[config.mk]
export PLATFORM = sky130hd
export DESIGN_NAME = pixel_format_converter_unit
export DESIGN_NICKNAME = d
export VERILOG_FILES = /design/src/rtl/core/pfc_pkg.sv /design/src/rtl/core/pfc_convert.sv /design/src/rtl/core/pixel_format_converter_unit.sv
export SDC_FILE = /design/constraint.sdc
export NUM_CORES = 2
export LEC_CHECK = 0
export BUFFER_PORTS_ARGS = -buffer_cell sky130_fd_sc_hd__buf_2
export CAP_MARGIN = 30
export CELL_PAD_IN_SITES_DETAIL_PLACEMENT = 0
export CELL_PAD_IN_SITES_GLOBAL_PLACEMENT = 2
export CORE_MARGIN = 4
export CORE_UTILIZATION = 30
export CTS_CLUSTER_SIZE = 10
export DETAILED_ROUTE_END_ITERATION = 10
export PLACE_DENSITY_LB_ADDON = 0.25
export SETUP_SLACK_MARGIN = 0.05
export SYNTH_ARGS = -nofsm -noshare
export SYNTH_HDL_FRONTEND = slang
export SYNTH_SLANG_ARGS = --single-unit
[constraint.sdc]
create_clock -name clk_i -period 13 [get_ports clk_i]
set_clock_uncertainty 0.15 [all_clocks]
set_input_delay 1.95 -clock clk_i [delete_from_list [all_inputs] [get_ports clk_i]]
set_output_delay 1.95 -clock clk_i [all_outputs]
set_load 0.02 [all_outputs]
[src/rtl/core/pfc_pkg.sv]
package pfc_pkg;

  typedef enum logic [2:0] {
    FMT_UNORM8  = 3'd0,
    FMT_UNORM16 = 3'd1,
    FMT_HALF    = 3'd2,
    FMT_SINGLE  = 3'd3,
    FMT_DOUBLE  = 3'd4
  } pfc_fmt_e;

  typedef enum logic {
    OP_UNPACK = 1'b0,
    OP_PACK   = 1'b1
  } pfc_op_e;

  localparam logic REG_FORMAT = 1'b0;
  localparam logic REG_SWAP   = 1'b1;

  typedef struct packed {
    logic [2:0] fmt;
    logic       swap;
  } pfc_cfg_t;

endpackage

[src/rtl/core/pfc_convert.sv]
module pfc_convert (
  input  pfc_pkg::pfc_cfg_t cfg_i,
  input  logic              operation_i,
  input  logic [63:0]       stored_word_i,
  input  logic [31:0]       float_in_i,
  output logic [31:0]       float_out_o,
  output logic [63:0]       stored_out_o
);
  import pfc_pkg::*;

  function automatic logic [63:0] rne_shift(input logic [63:0] v, input logic [5:0] sh);
    logic [63:0] q;
    logic        g;
    logic        st;
    q  = v >> sh;
    g  = v[sh - 6'd1];
    st = |(v & ((64'd1 << (sh - 6'd1)) - 64'd1));
    if (g && (st || q[0])) begin
      q = q + 64'd1;
    end
    return q;
  endfunction

  function automatic logic [5:0] top_one(input logic [39:0] v);
    logic [5:0] p;
    p = 6'd0;
    for (int i = 0; i < 40; i++) begin
      if (v[i]) begin
        p = 6'(i);
      end
    end
    return p;
  endfunction

  function automatic logic [63:0] swap16(input logic [63:0] v);
    return {48'd0, v[7:0], v[15:8]};
  endfunction

  function automatic logic [63:0] swap32(input logic [63:0] v);
    return {32'd0, v[7:0], v[15:8], v[23:16], v[31:24]};
  endfunction

  function automatic logic [63:0] swap64(input logic [63:0] v);
    return {v[7:0], v[15:8], v[23:16], v[31:24], v[39:32], v[47:40], v[55:48], v[63:56]};
  endfunction

  function automatic logic [31:0] unorm_unpack(input logic [15:0] v, input logic is16);
    logic [63:0] pat;
    logic [63:0] shd;
    logic [5:0]  p;
    logic [4:0]  lz;
    logic [31:0] r;
    pat = is16 ? {4{v}} : {8{v[7:0]}};
    p   = top_one({24'd0, v});
    lz  = is16 ? 5'(6'd15 - p) : 5'(6'd7 - p);
    shd = pat << lz;
    r   = {1'b0, 8'(8'd126 - {3'd0, lz}), shd[62:40]} + {31'd0, shd[39]};
    if (is16 ? (v == 16'd0) : (v[7:0] == 8'd0)) begin
      r = 32'd0;
    end
    return r;
  endfunction

  function automatic logic [15:0] unorm_pack(input logic [31:0] f, input logic is16);
    logic [7:0]  e;
    logic [7:0]  eb;
    logic [23:0] mm;
    logic [39:0] pp;
    logic [5:0]  l;
    logic [5:0]  d;
    logic [63:0] rr;
    logic [7:0]  a;
    logic [63:0] ff;
    logic [63:0] fr;
    logic [15:0] scale;
    logic [15:0] res;
    e     = f[30:23];
    scale = is16 ? 16'hFFFF : 16'h00FF;
    eb    = (e == 8'd0) ? 8'd1 : e;
    mm    = {e != 8'd0, f[22:0]};
    pp    = is16 ? (({16'd0, mm} << 16) - {16'd0, mm}) : (({16'd0, mm} << 8) - {16'd0, mm});
    l     = top_one(pp);
    if (l > 6'd23) begin
      d  = l - 6'd23;
      rr = rne_shift({24'd0, pp}, d);
    end else begin
      d  = 6'd0;
      rr = {24'd0, pp};
    end
    a  = 8'd149 - {2'd0, d} - eb;
    ff = rr >> a;
    fr = ff + 64'd1;
    res = fr[16:1];
    if (rr == 64'h0000_0000_00FF_FFFF && a == 8'd24) begin
      res = 16'd1;
    end
    if (e == 8'hFF && f[22:0] != 23'd0) begin
      res = scale;
    end else if (f[31]) begin
      res = 16'd0;
    end else if (e >= 8'd127) begin
      res = scale;
    end else if (f[30:0] == 31'd0) begin
      res = 16'd0;
    end
    return res;
  endfunction

  function automatic logic [31:0] half_to_single(input logic [15:0] h);
    logic [4:0]  e;
    logic [9:0]  m;
    logic [5:0]  p;
    logic [3:0]  sh;
    logic [9:0]  mant;
    logic [7:0]  be;
    logic [31:0] r;
    e  = h[14:10];
    m  = h[9:0];
    p  = top_one({30'd0, m});
    sh = 4'(6'd10 - p);
    if (e == 5'h1F) begin
      r = (m != 10'd0) ? {h[15], 8'hFF, 1'b1, m[8:0], 13'd0}
                       : {h[15], 8'hFF, 23'd0};
    end else if (e == 5'd0 && m == 10'd0) begin
      r = {h[15], 31'd0};
    end else if (e == 5'd0) begin
      mant = 10'(m << sh);
      be   = 8'd113 - {4'd0, sh};
      r    = {h[15], be, mant, 13'd0};
    end else begin
      be = {3'd0, e} + 8'd112;
      r  = {h[15], be, m, 13'd0};
    end
    return r;
  endfunction

  function automatic logic [15:0] single_to_half(input logic [31:0] f);
    logic [7:0]        e;
    logic [22:0]       m;
    logic signed [9:0] eb;
    logic [63:0]       q;
    logic [14:0]       mag;
    e  = f[30:23];
    m  = f[22:0];
    eb = $signed({2'd0, e}) - 10'sd112;
    q  = 64'd0;
    if (e == 8'hFF) begin
      mag = (m != 23'd0) ? (15'h7E00 | {5'd0, m[22:13]}) : 15'h7C00;
    end else if (e == 8'd0) begin
      mag = 15'd0;
    end else if (eb >= 10'sd31) begin
      mag = 15'h7C00;
    end else if (eb >= 10'sd1) begin
      q   = rne_shift({40'd0, 1'b1, m}, 6'd13);
      mag = 15'({eb[4:0] - 5'd1, 10'd0} + q[14:0]);
    end else if (eb < -10'sd48) begin
      mag = 15'd0;
    end else begin
      q   = rne_shift({40'd0, 1'b1, m}, 6'(10'sd14 - eb));
      mag = q[14:0];
    end
    return {f[31], mag};
  endfunction

  function automatic logic [63:0] single_to_double(input logic [31:0] f);
    logic [7:0]  e;
    logic [22:0] m;
    logic [5:0]  p;
    logic [4:0]  sh;
    logic [22:0] mant;
    logic [10:0] be;
    logic [63:0] r;
    e  = f[30:23];
    m  = f[22:0];
    p  = top_one({17'd0, m});
    sh = 5'(6'd23 - p);
    if (e == 8'hFF) begin
      r = (m != 23'd0) ? {f[31], 63'h7FF8000000000000 | {11'd0, 23'd0, m, 6'd0} << 23}
                       : {f[31], 63'h7FF0000000000000};
      if (m != 23'd0) begin
        r = {f[31], 11'h7FF, 1'b1, m[21:0], 29'd0} | {1'd0, 11'd0, m[22], 51'd0};
      end
    end else if (e == 8'd0 && m == 23'd0) begin
      r = {f[31], 63'd0};
    end else if (e == 8'd0) begin
      mant = 23'(m << sh);
      be   = 11'd897 - {6'd0, sh};
      r    = {f[31], be, mant, 29'd0};
    end else begin
      be = {3'd0, e} + 11'd896;
      r  = {f[31], be, m, 29'd0};
    end
    return r;
  endfunction

  function automatic logic [31:0] double_to_single(input logic [63:0] dv);
    logic [10:0]        e;
    logic [51:0]        m;
    logic signed [12:0] eb;
    logic [63:0]        q;
    logic [30:0]        mag;
    e  = dv[62:52];
    m  = dv[51:0];
    eb = $signed({2'd0, e}) - 13'sd896;
    q  = 64'd0;
    if (e == 11'h7FF) begin
      mag = (m != 52'd0) ? (31'h7FC00000 | {8'd0, m[51:29]}) : 31'h7F800000;
    end else if (e == 11'd0) begin
      mag = 31'd0;
    end else if (eb >= 13'sd255) begin
      mag = 31'h7F800000;
    end else if (eb >= 13'sd1) begin
      q   = rne_shift({11'd0, 1'b1, m}, 6'd29);
      mag = 31'({eb[7:0] - 8'd1, 23'd0} + q[30:0]);
    end else if (eb < -13'sd32) begin
      mag = 31'd0;
    end else begin
      q   = rne_shift({11'd0, 1'b1, m}, 6'(13'sd30 - eb));
      mag = q[30:0];
    end
    return {dv[63], mag};
  endfunction

  logic [63:0] w16;
  logic [63:0] w32;
  logic [63:0] w64;
  logic [63:0] p16;
  logic [63:0] ph;
  logic [63:0] pd;
  logic [63:0] ps;

  always_comb begin
    w16 = cfg_i.swap ? swap16({48'd0, stored_word_i[15:0]}) : {48'd0, stored_word_i[15:0]};
    w32 = cfg_i.swap ? swap32({32'd0, stored_word_i[31:0]}) : {32'd0, stored_word_i[31:0]};
    w64 = cfg_i.swap ? swap64(stored_word_i) : stored_word_i;
    p16 = {48'd0, unorm_pack(float_in_i, 1'b1)};
    ph  = {48'd0, single_to_half(float_in_i)};
    ps  = {32'd0, float_in_i};
    pd  = single_to_double(float_in_i);
    float_out_o  = 32'd0;
    stored_out_o = 64'd0;
    unique case (cfg_i.fmt)
      FMT_UNORM8: begin
        if (operation_i == OP_PACK) begin
          stored_out_o = {56'd0, 8'(unorm_pack(float_in_i, 1'b0))};
        end else begin
          float_out_o = unorm_unpack({8'd0, stored_word_i[7:0]}, 1'b0);
        end
      end
      FMT_UNORM16: begin
        if (operation_i == OP_PACK) begin
          stored_out_o = cfg_i.swap ? swap16(p16) : p16;
        end else begin
          float_out_o = unorm_unpack(w16[15:0], 1'b1);
        end
      end
      FMT_HALF: begin
        if (operation_i == OP_PACK) begin
          stored_out_o = cfg_i.swap ? swap16(ph) : ph;
        end else begin
          float_out_o = half_to_single(w16[15:0]);
        end
      end
      FMT_SINGLE: begin
        if (operation_i == OP_PACK) begin
          stored_out_o = cfg_i.swap ? swap32(ps) : ps;
        end else begin
          float_out_o = w32[31:0];
        end
      end
      FMT_DOUBLE: begin
        if (operation_i == OP_PACK) begin
          stored_out_o = cfg_i.swap ? swap64(pd) : pd;
        end else begin
          float_out_o = double_to_single(w64);
        end
      end
      default: begin
        float_out_o  = 32'd0;
        stored_out_o = 64'd0;
      end
    endcase
  end

endmodule

[src/rtl/core/pixel_format_converter_unit.sv]
// Channel | Handshake                      | Payload
// in      | in_valid_i / in_ready_o        | operation_i, stored_word_i, float_in_i
// out     | out_valid_o / out_ready_i      | float_out_o, stored_out_o
// cfg     | psel/penable/pwrite, pready=1  | paddr, pwdata, prdata
//
// One beat per cycle while no result is stalled; an accepted beat passes through the input
// register, the conversion logic and the result register before its result is valid.
// rst_ni clears the valid flags and the format/swap registers.
// A stalled result holds the result register; the input register still takes one
// beat behind it, after which in_ready_o drops until the result is taken.
module pixel_format_converter_unit (
  input  logic        clk_i,
  input  logic        rst_ni,
  input  logic        psel,
  input  logic        penable,
  input  logic        pwrite,
  input  logic [2:0]  paddr,
  input  logic [31:0] pwdata,
  output logic [31:0] prdata,
  output logic        pready,
  input  logic        in_valid_i,
  output logic        in_ready_o,
  input  logic        operation_i,
  input  logic [63:0] stored_word_i,
  input  logic [31:0] float_in_i,
  output logic        out_valid_o,
  input  logic        out_ready_i,
  output logic [31:0] float_out_o,
  output logic [63:0] stored_out_o
);
  import pfc_pkg::*;

  pfc_cfg_t    cfg_q;
  logic        s1_valid_q;
  logic        s1_op_q;
  logic [63:0] s1_word_q;
  logic [31:0] s1_fin_q;
  logic        s1_adv;
  logic        out_valid_q;
  logic        out_op_q;
  logic [31:0] fout_d;
  logic [63:0] sout_d;
  logic [31:0] fout_q;
  logic [63:0] sout_q;
  logic        cfg_wr;

  assign pready = 1'b1;
  assign cfg_wr = psel && penable && pwrite && pready;
  assign prdata = (paddr[2] == REG_SWAP) ? {31'd0, cfg_q.swap} : {29'd0, cfg_q.fmt};

  always_ff @(posedge clk_i or negedge rst_ni) begin
    if (!rst_ni) begin
      cfg_q <= '0;
    end else if (cfg_wr) begin
      if (paddr[2] == REG_FORMAT) begin
        cfg_q.fmt <= pwdata[2:0];
      end else begin
        cfg_q.swap <= pwdata[0];
      end
    end
  end

  assign s1_adv     = s1_valid_q && (!out_valid_q || out_ready_i);
  assign in_ready_o = !s1_valid_q || s1_adv;

  always_ff @(posedge clk_i or negedge rst_ni) begin
    if (!rst_ni) begin
      s1_valid_q <= 1'b0;
    end else if (in_ready_o) begin
      s1_valid_q <= in_valid_i;
    end
  end

  always_ff @(posedge clk_i) begin
    if (in_ready_o && in_valid_i) begin
      s1_op_q   <= operation_i;
      s1_word_q <= stored_word_i;
      s1_fin_q  <= float_in_i;
    end
  end

  pfc_convert u_convert (
    .cfg_i         (cfg_q),
    .operation_i   (s1_op_q),
    .stored_word_i (s1_word_q),
    .float_in_i    (s1_fin_q),
    .float_out_o   (fout_d),
    .stored_out_o  (sout_d)
  );

  always_ff @(posedge clk_i or negedge rst_ni) begin
    if (!rst_ni) begin
      out_valid_q <= 1'b0;
    end else if (!out_valid_q || out_ready_i) begin
      out_valid_q <= s1_valid_q;
    end
  end

  always_ff @(posedge clk_i) begin
    if (s1_adv) begin
      fout_q   <= fout_d;
      sout_q   <= sout_d;
      out_op_q <= s1_op_q;
    end
  end

  assign out_valid_o  = out_valid_q;
  assign float_out_o  = fout_q;
  assign stored_out_o = sout_q;

  assert property (@(posedge clk_i) disable iff (!rst_ni)
    !in_ready_o |-> (out_valid_o && !out_ready_i))
    else $error("in_ready_o low without a stalled result");

  assert property (@(posedge clk_i) disable iff (!rst_ni)
    (s1_valid_q && !s1_adv) |=> (s1_valid_q && $stable(s1_word_q) && $stable(s1_fin_q)))
    else $error("held input beat lost");

  assert property (@(posedge clk_i) disable iff (!rst_ni)
    (out_valid_o && out_op_q == OP_PACK) |-> (float_out_o == 32'd0))
    else $error("pack result with nonzero float_out_o");

  assert property (@(posedge clk_i) disable iff (!rst_ni)
    (out_valid_o && out_op_q == OP_UNPACK) |-> (stored_out_o == 64'd0))
    else $error("unpack result with nonzero stored_out_o");

endmodule
==> impl_metrics.env <==
export IMPL_overflow=0
export IMPL_syn_to_final_growth_pct=12.4
export IMPL_vias=57800
export IMPL_syn_inst=6632
export IMPL_required_ps=13110
export IMPL_layout_common_cells="nand2_1 (805), nor2_1 (727), a21oi_1 (563)"
export IMPL_cp_start_kind="flip-flop"
export IMPL_reg2reg_to="stored_out_o[7]"
export IMPL_first_pass_iters=6
export IMPL_r2r_cells=40
export IMPL_synth_avg_cell_area_sq_um=6.85
export IMPL_hpwlAfterDp_mm=220
export IMPL_die_area_sq_um=158000
export IMPL_grt_pass1_wl_mm=398
export IMPL_gr_usage_met3_pct=5.26
export IMPL_synth_cell_types=122
export IMPL_routed_wl_mm=280
export IMPL_rsz0062_at_grt="true"
export IMPL_grt_max_degree=68
export IMPL_use_met2_pct=55.0
export IMPL_final_nets=7034
export IMPL_min_from="s1_valid_q"
export IMPL_r2r_start="s1_fin_q[7]"
export IMPL_min_path_cells=1
export IMPL_ir_drop_mv=0.117
export IMPL_synth_area_sq_um=45400
export IMPL_cellLeakagePower_nw=18.5
export IMPL_core_area_sq_um=150000
export IMPL_cts_buffers=17
export IMPL_start_util_pct=30.3
export IMPL_cp_common_cell="o21ai_0"
export IMPL_synth_edff_count=192
export IMPL_die_h_microns=397
export IMPL_grt_use_met1_pct=43.7
export IMPL_slowest_delay_ps=700
export IMPL_holdWs_ps=345
export IMPL_drive_gt1_share_pct=14.4
export IMPL_status="finished, final reports clean"
export IMPL_end_kind="flip-flop"
export IMPL_cts_sinks=198
export IMPL_whs_endpoint="out_valid_o"
export IMPL_cts_tree="yes"
export IMPL_critPathArrivalTime_ps=12640
export IMPL_clk_path_buf_depth=2
export IMPL_fin_setup_tns_ps=0
export IMPL_ant_nets=0
export IMPL_placed_cell_area_sq_um=50200
export IMPL_crit_path_max_fanout=17
export IMPL_hold_viol=0
export IMPL_insertion_delay_ps=530
export IMPL_final_area_sq_um=51100
export IMPL_root_buffer="clkbuf_16"
export IMPL_drt_iter0_markers=6575
export IMPL_finalCritPeriodShare_pct=96.4
export IMPL_layout_min_cycle_time_ps=12530
export IMPL_synth_flop_cell="edfxtp_1"
export IMPL_ys_ff_latch=198
export IMPL_synth_seq_area_share_pct=13.0
export IMPL_grt_usage_pct=33.8
export IMPL_nFillCells=16300
export IMPL_antenna_found_initial=11
export IMPL_cellPowerDensity_nw_per_um2=113
export IMPL_max_freq_ghz=0.0798
export IMPL_timing_max_cap_violations=0
export IMPL_rows=142
export IMPL_yosysWarnings=0
export IMPL_critPathKind="reg -> reg"
export IMPL_drc_errors=0
export IMPL_r2r_setup_slack_ps=470
export IMPL_place_congestion=1.01
export IMPL_die_width_microns=397
export IMPL_postCtsHoldBufs=0
export IMPL_clkTransAtPathRegs_ps=90
export IMPL_ios=270
export IMPL_grt_pass1_vias=54200
export IMPL_slew_violations=0
export IMPL_setup_viol=0
export IMPL_viasPerCell=6.56
export IMPL_htree_levels=4
export IMPL_slew_headroom_pct=26.5
export IMPL_grt_busiest_layer="met2"
export IMPL_drt_wirelength_per_cell_microns=31.8
export IMPL_async_reset_ff_share_pct=3.03
export IMPL_portBuffers=208
export IMPL_worst_pin_slew_ps=1080
export IMPL_layout_commonest_cell="nand2_1"
export IMPL_hold_path_class="reg -> reg"
export IMPL_cp_slowest_cell="ha_1"
## critical path, delay by kind of cell, from the launching register on
family / cells / cell delay [ps]
DFF: 1 / 690
AOI/OAI and AO/OA: 15 / 4390
xor gates and xnor gates: 2 / 620
muxes: 1 / 530
adders and majority gates: 4 / 1800
buffers and inverters: 5 / 880
and+or+nand+nor: 13 / 3130
## repair_timing
action | CTS | global route
setup buffers | 0 | 15
gates resized for setup | 0 | 38
endpoints found under the setup margin | 0 | 16
## how the worst max path moves through the flow
stage	startpoint	end	slack [ps]	cells past startpoint
after CTS	s1_fin_q[24]	stored_out_o[4]	90	45
after global placement	s1_fin_q[24]	stored_out_o[4]	130	45
final	s1_fin_q[7]	stored_out_o[7]	470	40
after detailed placement	s1_fin_q[24]	stored_out_o[4]	150	45
after floorplan	s1_fin_q[23]	stored_out_o[4]	60	54
after global routing	s1_fin_q[24]	stored_out_o[4]	3	45
## report_power, final
part | switching [W] | internal, W | leakage [nW]
clock network | 0.000308 | 0.000280 | 0.301
registers | 0.0000756 | 0.000780 | 1.95
logic | 0.00300 | 0.00134 | 16.3
## flip-flops by register name (all words and copies together), names as in the netlist
signal        flops
s1_op_q           1
s1_valid_q        1
stored_out_o     63
float_out_o      32
cfg_q             4
s1_fin_q         32
out_valid_o       1
s1_word_q        64
## cell type report
cell class	instances	area [sq um]	share of cell area, %
antenna	3	7.51	0.0147
clock buffer	17	425	0.833
clock inverter	15	199	0.390
inverter	130	488	0.956
multi-input combinational	5800	37200	72.9
sequential	198	5920	11.6
tap	2016	2520	4.94
timing repair buffer	631	4260	8.35
## cells in the mapped netlist, types with 53 or more instances
cell      instances  area [sq um]
clkbuf_1        387          1450
o22ai_1          92           576
xnor2_1         201          1760
or3_1            55           344
a22oi_1          73           548
edfxtp_1        192          5770
buf_1            58           218
and3_1           81           507
o211ai_1        132           991
nor3_1          194           971
nor4_1           86           538
o21ai_0         418          2090
a31oi_1         110           688
o221ai_1         53           464
inv_1           110           413
nand3_1         264          1320
xor2_1           87           762
o31ai_1          54           405
a211oi_1        120           901
nor2_1          735          2760
nand2_1         805          3020
mux2_2           61           687
a21oi_1         563          2820
and2_1           86           538
mux2i_1         242          2420
a221oi_1         59           517
ha_1            113          1410
nand4_1          94           588
## routing by layer
layer / up-vias / share of wire [%]
met5: - / 0.0086
met4: 4 / 5.7
met3: 669 / 8.3
met2: 3345 / 45
met1: 28200 / 41
li1: 25600 / -
## through the flow
| stage | instances | power, W | util [%] | setup WS, ps |
|---|---|---|---|---|
| after floorplan | 6662 | 0.00344 | - | 63.0 |
| after global placement | 8748 | 0.00509 | 33.3 | 134 |
| after detailed placement | 8758 | 0.00505 | 33.4 | 153 |
| after CTS | 8790 | 0.00567 | 33.8 | 93.6 |
| after global routing | 8807 | 0.00606 | 34.0 | 3.18 |
| final | 8810 | 0.00578 | 34.0 | 467 |
## cell families (layout without fill, tap and decap cells)
group                    after synthesis  after routing  share of synthesized area [%]
AND/OR/NAND/NOR                     2684           2684                           28.2
buffers and inverters                664            793                           6.09
flip-flops                           198            198                           13.0
multiplexers                         345            345                           8.88
AO/OA/AOI/OAI                       2331           2331                           34.8
adder cells (fa/ha/maj)              117            117                           3.29
other                                  2             35                         0.0165
XOR/XNOR                             291            291                           5.71
(Power assumes the default switching activity.)
